File: config.mk
export PLATFORM = sky130hd
export DESIGN_NAME = mhpl_centroid_div
export DESIGN_NICKNAME = d
export VERILOG_FILES = /design/src/hw/rtl/mhpl_pkg.sv /design/src/hw/rtl/mhpl_centroid_div.sv
export SDC_FILE = /design/constraint.sdc
export NUM_CORES = 1
export LEC_CHECK = 0
export ABC_AREA = 1
export BUFFER_PORTS_ARGS = -buffer_cell sky130_fd_sc_hd__buf_2
export CORE_UTILIZATION = 25
export CTS_CLUSTER_SIZE = 28
export DETAILED_ROUTE_END_ITERATION = 10
export PLACE_DENSITY_LB_ADDON = 0.1
export SLEW_MARGIN = 20
export SYNTH_ARGS = -nofsm -noshare
export SYNTH_HDL_FRONTEND = slang
export SYNTH_SLANG_ARGS = --single-unit
File: constraint.sdc
create_clock -name i_clk -period 4 [get_ports i_clk]
set_input_delay 0.8 -clock i_clk [delete_from_list [all_inputs] [get_ports i_clk]]
set_output_delay 0.8 -clock i_clk [all_outputs]
set_load 0.02 [all_outputs]
File: src/hw/rtl/mhpl_pkg.sv
package mhpl_pkg;

    // Store geometry
    localparam int MAX_WIDTH    = 1024;
    localparam int MAX_HEIGHT   = 512;
    localparam int MARKER_COUNT = 4;
    localparam int STORE_DEPTH  = MAX_WIDTH * MAX_HEIGHT;
    localparam int ADDR_W       = $clog2(STORE_DEPTH);
    localparam int COL_W        = $clog2(MAX_WIDTH);
    localparam int ROW_W        = $clog2(MAX_HEIGHT);

    // Word field widths
    localparam int PIX_W   = 8;
    localparam int POWER_W = 24;
    localparam int CX_W    = 14;
    localparam int CY_W    = 13;
    localparam int MARK_W  = 3;

    // Configuration register widths and codes
    localparam int FW_W       = 11;
    localparam int FH_W       = 10;
    localparam int CFG_IDX_W  = 2;
    localparam int CFG_DATA_W = 24;

    localparam logic [CFG_IDX_W-1:0] REG_FRAME_WIDTH     = 2'd0;
    localparam logic [CFG_IDX_W-1:0] REG_FRAME_HEIGHT    = 2'd1;
    localparam logic [CFG_IDX_W-1:0] REG_POWER_THRESHOLD = 2'd2;

    localparam logic [FW_W-1:0]    FRAME_WIDTH_RST     = 11'd640;
    localparam logic [FH_W-1:0]    FRAME_HEIGHT_RST    = 10'd480;
    localparam logic [POWER_W-1:0] POWER_THRESHOLD_RST = 24'd1000;

    // Action codes
    localparam logic ACT_PIXEL = 1'b0;
    localparam logic ACT_CLEAR = 1'b1;

    // Peak tracking sums and count
    localparam int SUMX_W = COL_W + ADDR_W;
    localparam int SUMY_W = ROW_W + ADDR_W;
    localparam int CNT_W  = ADDR_W + 1;

    // Centroid divider: sums scaled by 16 (4 fraction bits)
    localparam int FRAC_W  = 4;
    localparam int DIV_W   = SUMX_W + FRAC_W;
    localparam int STEP_W  = $clog2(DIV_W + 1);

    localparam logic [POWER_W-1:0] POWER_SAT = {POWER_W{1'b1}};

    typedef struct packed {
        logic busy;
        logic done;
    } t_div_ctl;

endpackage

File: src/hw/rtl/mhpl_centroid_div.sv
module mhpl_centroid_div (
    input  logic                        i_clk,
    input  logic                        i_rst_n,
    input  logic                        i_start,
    input  logic [mhpl_pkg::SUMX_W-1:0] i_sum_x,
    input  logic [mhpl_pkg::SUMY_W-1:0] i_sum_y,
    input  logic [mhpl_pkg::CNT_W-1:0]  i_count,
    input  logic                        i_take,
    output mhpl_pkg::t_div_ctl          o_ctl,
    output logic [mhpl_pkg::CX_W-1:0]   o_quot_x,
    output logic [mhpl_pkg::CY_W-1:0]   o_quot_y
);
    import mhpl_pkg::*;

    logic              r_busy;
    logic              r_done;
    logic [STEP_W-1:0] r_step;
    logic [CNT_W-1:0]  r_den;
    logic [DIV_W-1:0]  r_num_x;
    logic [DIV_W-1:0]  r_num_y;
    logic [CNT_W-1:0]  r_rem_x;
    logic [CNT_W-1:0]  r_rem_y;

    logic [CNT_W:0]    trial_x;
    logic [CNT_W:0]    trial_y;
    logic              q_x;
    logic              q_y;
    logic [CNT_W-1:0]  n_rem_x;
    logic [CNT_W-1:0]  n_rem_y;

    // One restoring step per cycle on both lanes
    always_comb begin
        trial_x = {r_rem_x, r_num_x[DIV_W-1]};
        trial_y = {r_rem_y, r_num_y[DIV_W-1]};
        q_x     = (trial_x >= {1'b0, r_den});
        q_y     = (trial_y >= {1'b0, r_den});
        n_rem_x = q_x ? CNT_W'(trial_x - {1'b0, r_den}) : trial_x[CNT_W-1:0];
        n_rem_y = q_y ? CNT_W'(trial_y - {1'b0, r_den}) : trial_y[CNT_W-1:0];
    end

    // Control: load, iterate, hold the quotient until taken
    always_ff @(posedge i_clk) begin
        if (!i_rst_n) begin
            r_busy <= 1'b0;
            r_done <= 1'b0;
            r_step <= '0;
        end else if (i_start) begin
            r_busy <= 1'b1;
            r_done <= 1'b0;
            r_step <= '0;
        end else if (r_busy) begin
            r_step <= r_step + 1'b1;
            if (r_step == STEP_W'(DIV_W - 1)) begin
                r_busy <= 1'b0;
                r_done <= 1'b1;
            end
        end else if (r_done && i_take) begin
            r_done <= 1'b0;
        end
    end

    // Datapath: quotient bits shift into the dividend registers
    always_ff @(posedge i_clk) begin
        if (i_start) begin
            r_den   <= i_count;
            r_num_x <= DIV_W'({i_sum_x, {FRAC_W{1'b0}}});
            r_num_y <= DIV_W'({i_sum_y, {FRAC_W{1'b0}}});
            r_rem_x <= '0;
            r_rem_y <= '0;
        end else if (r_busy) begin
            r_num_x <= {r_num_x[DIV_W-2:0], q_x};
            r_num_y <= {r_num_y[DIV_W-2:0], q_y};
            r_rem_x <= n_rem_x;
            r_rem_y <= n_rem_y;
        end
    end

    assign o_ctl.busy = r_busy;
    assign o_ctl.done = r_done;
    assign o_quot_x   = r_num_x[CX_W-1:0];
    assign o_quot_y   = r_num_y[CY_W-1:0];

endmodule

---- Yosys cells after proc, flatten, opt, wreduce, memory -nomap -nowiden ----
Index checks and enable logic that the tools add are counted.
word-level totals
  flip-flop bits (word level) ............. 134
  input bits .............................. 81
  logic and storage cells ................. 35
  output and inout bits ................... 29
cells by class
  add/sub/neg operators ................... 3
  reductions and logical operators ........ 5
  order comparisons ....................... 2
  muxes and demuxes ....................... 12
  bitwise gates (word level) .............. 1
  eq/ne operators ......................... 2
operator list
  cell                                                              count
  33-bit two-way mux                                                2
  32-bit two-way mux                                                2
  21-bit by 20-bit >= comparator with 1-bit output                  2
  20-bit two-way mux                                                2
  20-bit subtractor                                                 2
  6-bit by 1-bit adder with 6-bit output (second input constant)    1
  6-bit equality test (second input constant)                       1
  1-bit two-way mux                                                 6
  2-bit nonzero test                                                2
  2-bit by 1-bit != test with 1-bit output (second input constant)  1
  2-bit AND reduction                                               1
  2-bit OR reduction                                                1
  1-bit logical AND                                                 1
  1-bit NOT                                                         1

---- Depth between registers and ports, before layout ----
  depth after elaboration ................. 4
  depth in mapped cells ................... 15

---- Worst setup path after synthesis ----
OpenSTA, ideal clock, no wires.
  kind .................................... in2reg
  start point ............................. in i_start
  end point ............................... reg r_num_x[10], enable pin
  slack ................................... 0.605 ns
  data arrival time ....................... 2.951 ns
  cell stages on the path ................. 4
  path buffers ............................ 2
  library setup time ...................... 0.444 ns
  path through ............................ clkbuf_1 nor2_1 inv_1 clkbuf_1
between the ends
  longest elaborated chain between the ends .. 1
ends and longest elaborated chain
  what                          line                     source
  start, declared               mhpl_centroid_div.sv:4   input logic i_start,
  2-bit nonzero test (no line)  --
  end signal, assigned          mhpl_centroid_div.sv:66  r_num_x <= DIV_W'({i_sum_x, {FRAC_W{1'b0}}});
  end signal, assigned          mhpl_centroid_div.sv:71  r_num_x <= {r_num_x[DIV_W-2:0], q_x};
  end, declared                 mhpl_centroid_div.sv:19  logic [DIV_W-1:0] r_num_x;
No other way between the ends.
A chain may end at the register's enable or synchronous reset.

---- Worst setup path after layout ----
  start point ............................. reg r_den[16]
  end point ............................... reg r_rem_x[14]
between the ends
  longest elaborated chain between the ends .. 2
ends and longest elaborated chain
  what                                              line                     source
  start, declared                                   mhpl_centroid_div.sv:18  logic [CNT_W-1:0] r_den;
  start signal, assigned                            mhpl_centroid_div.sv:65  r_den <= i_count;
  21-bit by 20-bit >= comparator with 1-bit output  mhpl_centroid_div.sv:35  q_x = (trial_x >= {1'b0, r_den});
  20-bit two-way mux                                mhpl_centroid_div.sv:37  n_rem_x = q_x ? CNT_W'(trial_x - {1'b0, r_den}) : trial_x[CNT_W-1:0];
  end signal, assigned                              mhpl_centroid_div.sv:73  r_rem_x <= n_rem_x;
  end, declared                                     mhpl_centroid_div.sv:21  logic [CNT_W-1:0] r_rem_x;
No other way between the ends.

==> impl_metrics.json <==
{
  "async_flop_share_pct": 0,
  "routed-via-count": 6950,
  "route.detailed.drc": 0,
  "setup_tns_ps": 0,
  "syn_area_per_cell_um2": 7.850,
  "holdPathEnd": "r_rem_x[7]",
  "grt_setup_unrepaired": "no",
  "clock_latency_ps": 420,
  "diodes": 0,
  "synth_top_area_share_pct": 27.74,
  "crit_path_end_kind": "flip-flop",
  "hold_buffers": 0,
  "grt_max_degree": 79,
  "setup_violations": 0,
  "totalWireLength_mm": 23.44,
  "syn_nets": 1187,
  "coreArea_mm2": 0.03270,
  "seq_power_share_pct": 45.9,
  "rr_startpoint": "r_den[16]",
  "die_x_um": 184.6,
  "critPathRequiredTime_ps": 4320,
  "seq_area_frac_synth_pct": 41.42,
  "die_h_um": 184.6,
  "cpMaxStageDelayCell": "edfxtp_1",
  "cts_sinks": 134,
  "start_util_pct": 25.49,
  "synth-seq-cells": 134,
  "r2r_slack_ps": 1610,
  "power_frac_comb_pct": 12.3,
  "hold_ws_ps": 471.0,
  "reg2reg_depth": 14,
  "min_from": "r_rem_x[7]",
  "finalCritPeriodShare_pct": 59.87,
  "ys.warnings.count": 0,
  "synth_edf_count": 77,
  "syn_area_mm2": 0.008337,
  "first_global_vias": 6828,
  "p_sw_share_pct": 27.47,
  "drive_above_1_share_pct": 14.87,
  "cp_max_fo": 21,
  "first_pass_iters": 5,
  "placed_area_mm2": 0.009141,
  "die-area_mm2": 0.03408,
  "power_density_mw_per_mm2": 355.5,
  "cts.clk_slew.worst_paths_ps": 60,
  "syn_inst": 1062,
  "drt-vias-per-instance": 4.366,
  "nNetsFinal": 1262,
  "power_switching_mw": 0.9447,
  "pre_cts_ws_ps": 1546,
  "max_freq_mhz": 417.6,
  "grt.overflow.total": 0,
  "holdPathStages": 2,
  "cts-root-buf": "clkbuf_16",
  "cts_setup_buffers": 0,
  "multi_input_area_mm2": 0.003945,
  "clock_skew_ps": 10.77,
  "power_frac_clock_pct": 41.8,
  "status": "completed",
  "cts_max_level": 4,
  "register_area_mm2": 0.003453,
  "start_kind": "flip-flop",
  "netlist-cell-type-count": 36,
  "track_usage_pct": 14.40,
  "vdd_drop_max_mv": 0.1873,
  "hold_path_class": "reg2reg",
  "ctsResizeCount": 0,
  "num-fill-cells": 3619,
  "crit_top_cell": "nand2_1",
  "p_int_mw": 2.494,
  "crit_chain": "inv_1, ha_1, nand2_1, nand2_1, o21bai_1, nand2_1, nand2_1, nor2_4, buf_4, nand2_4, nand2_2, nand2_1, nand2_1, nand2_1",
  "rows": 66,
  "routabilityCongestion": 0.8194,
  "maxCapViolations": 0,
  "detail-route-antenna-nets": 0,
  "cpPeakStageDelay_ps": 360,
  "dp_hpwl_mm": 17.59,
  "cts_tree": "yes",
  "cts_made_buffers": 17,
  "worst_pin_slew_ps": 769.2,
  "finalHoldViolCount": 0,
  "io_pins": 110,
  "p_leak_nw": 4.702,
  "worst_slack_ps": 1605,
  "ys.flop_type": "edfxtp_1",
  "netlist.top_cell.by_area": "edfxtp_1",
  "synth_area_leaders": "edfxtp_1 (28%), nand2_1 (15%), dfxtp_1 (14%)",
  "final_area_mm2": 0.009673,
  "critPathKind": "reg2reg",
  "area_growth_syn_to_layout_pct": 16.03,
  "slew_headroom_pct": 48.72,
  "arrival_ps": 2710,
  "antenna_found_initial": 0,
  "r2r_end": "r_rem_x[14]",
  "finalMaxSlewViolations": 0,
  "grt_pass1_wl_mm": 37.56,
  "portBuffers": 109,
  "fin_crit_ps": 2395,
  "drt-wirelength-per-cell_um": 14.72,
  "cts_buffer_depth": 2,
  "first_iter_violations": 353
}
per-stage QoR:
| stage | power [mW] | std cells | utilization, % |
|---|---|---|---|
| floorplan | 1.888 | 1062 | - |
| global placement | 2.043 | 1560 | 27.95 |
| detailed placement | 2.033 | 1560 | 27.95 |
| CTS | 3.493 | 1592 | 29.58 |
| global route | 3.600 | 1592 | 29.58 |
| finish | 3.439 | 1592 | 29.58 |
cell type report:
type / count / area share (%)
timing repair buffer: 115 / 6.390
sequential: 134 / 35.70
tap: 442 / 5.717
clock buffer: 19 / 4.475
clock inverter: 13 / 1.022
multi-input combinational: 717 / 40.78
inverter: 152 / 5.911
cell usage in the layout (no fill, tap or decap), types with 7 or more instances in the layout:
cell type and count:
nand2_1 332, ha_1 42, edfxtp_1 77, xnor2_1 14, inv_1 148, nand3_1 86
nand3b_1 31, nor3_1 14, nand2_2 7, o21ai_0 14, a22o_1 55, nand4_1 7
o21ai_1 7, clkbuf_16 17, buf_2 108, nor2_1 42, dfxtp_1 57, a21oi_1 31
power groups by stage:
stage	logic, mW	clock network, mW	registers, mW
after floorplan	0.291	0	1.60
after global placement	0.433	0	1.61
after detailed placement	0.427	0	1.61
after CTS	0.429	1.48	1.58
after global routing	0.470	1.54	1.59
final	0.424	1.44	1.58
synthesized netlist by cell type, types with 3 or more instances:
cell / instances
nand2_1: 332
inv_1: 149
nand3_1: 86
edfxtp_1: 77
dfxtp_1: 57
a22o_1: 55
nor2_1: 43
ha_1: 42
a21oi_1: 31
buf_4: 31
nand3b_1: 31
clkbuf_1: 16
nor3_1: 14
o21ai_0: 14
xnor2_1: 14
nand2_2: 7
nand4_1: 7
o21ai_1: 7
buf_2: 6
o22ai_1: 6
buf_6: 4
nand2_4: 4
xor2_1: 4
inv_2: 3
nor2_2: 3
kinds of logic (layout without fill, tap and decap cells):
| logic type | Yosys count | after routing | synth area share, % |
|---|---|---|---|
| flip-flops | 134 | 134 | 41.42 |
| AO/OA/AOI/OAI | 119 | 119 | 9.905 |
| adder cells (fa/ha/maj) | 44 | 44 | 6.784 |
| XOR/XNOR | 18 | 18 | 1.891 |
| buffers and inverters | 211 | 299 | 11.35 |
| AND/OR/NAND/NOR | 536 | 536 | 28.65 |
layer usage:
metal  vias to the layer above  global-route usage (%)  share of wire (%)
li1                       3617                       -                  -
met1                      3193                   19.60                 51
met2                       119                   22.99                 44
met3                        21                   2.766                3.7
met4                         0                   4.231                1.4
met5                         -                       0                  0
how the worst max path moves through the flow:
stage | start | endpoint | slack, ps | cells after the start
2_1_floorplan | i_start | r_num_x[10] | 600 | 4
3_3_place_gp | i_start | r_rem_x[15] | 1540 | 7
3_5_place_dp | i_start | r_rem_x[17] | 1550 | 7
4_1_cts | r_den[19] | r_rem_x[17] | 1600 | 12
5_1_grt | r_den[1] | r_rem_x[14] | 1390 | 14
6_report | r_den[16] | r_rem_x[14] | 1610 | 14
critical path: cells and delay by family (launching register included):
family,cells,cell delay [ps]
and+or+nand+nor,10,1040
buffers and inverters,2,380
DFF,1,360
adders and majority gates,1,320
AOI/OAI and AO/OA,1,190
sequential cells by signal (all words and copies together) (netlist names):
| register | flops |
|---|---|
| r_busy | 1 |
| r_den | 20 |
| r_done | 1 |
| r_num_x | 33 |
| r_num_y | 33 |
| r_rem_x | 20 |
| r_rem_y | 20 |
| r_step | 6 |
No activity file was read; power rests on OpenSTA's default activity.
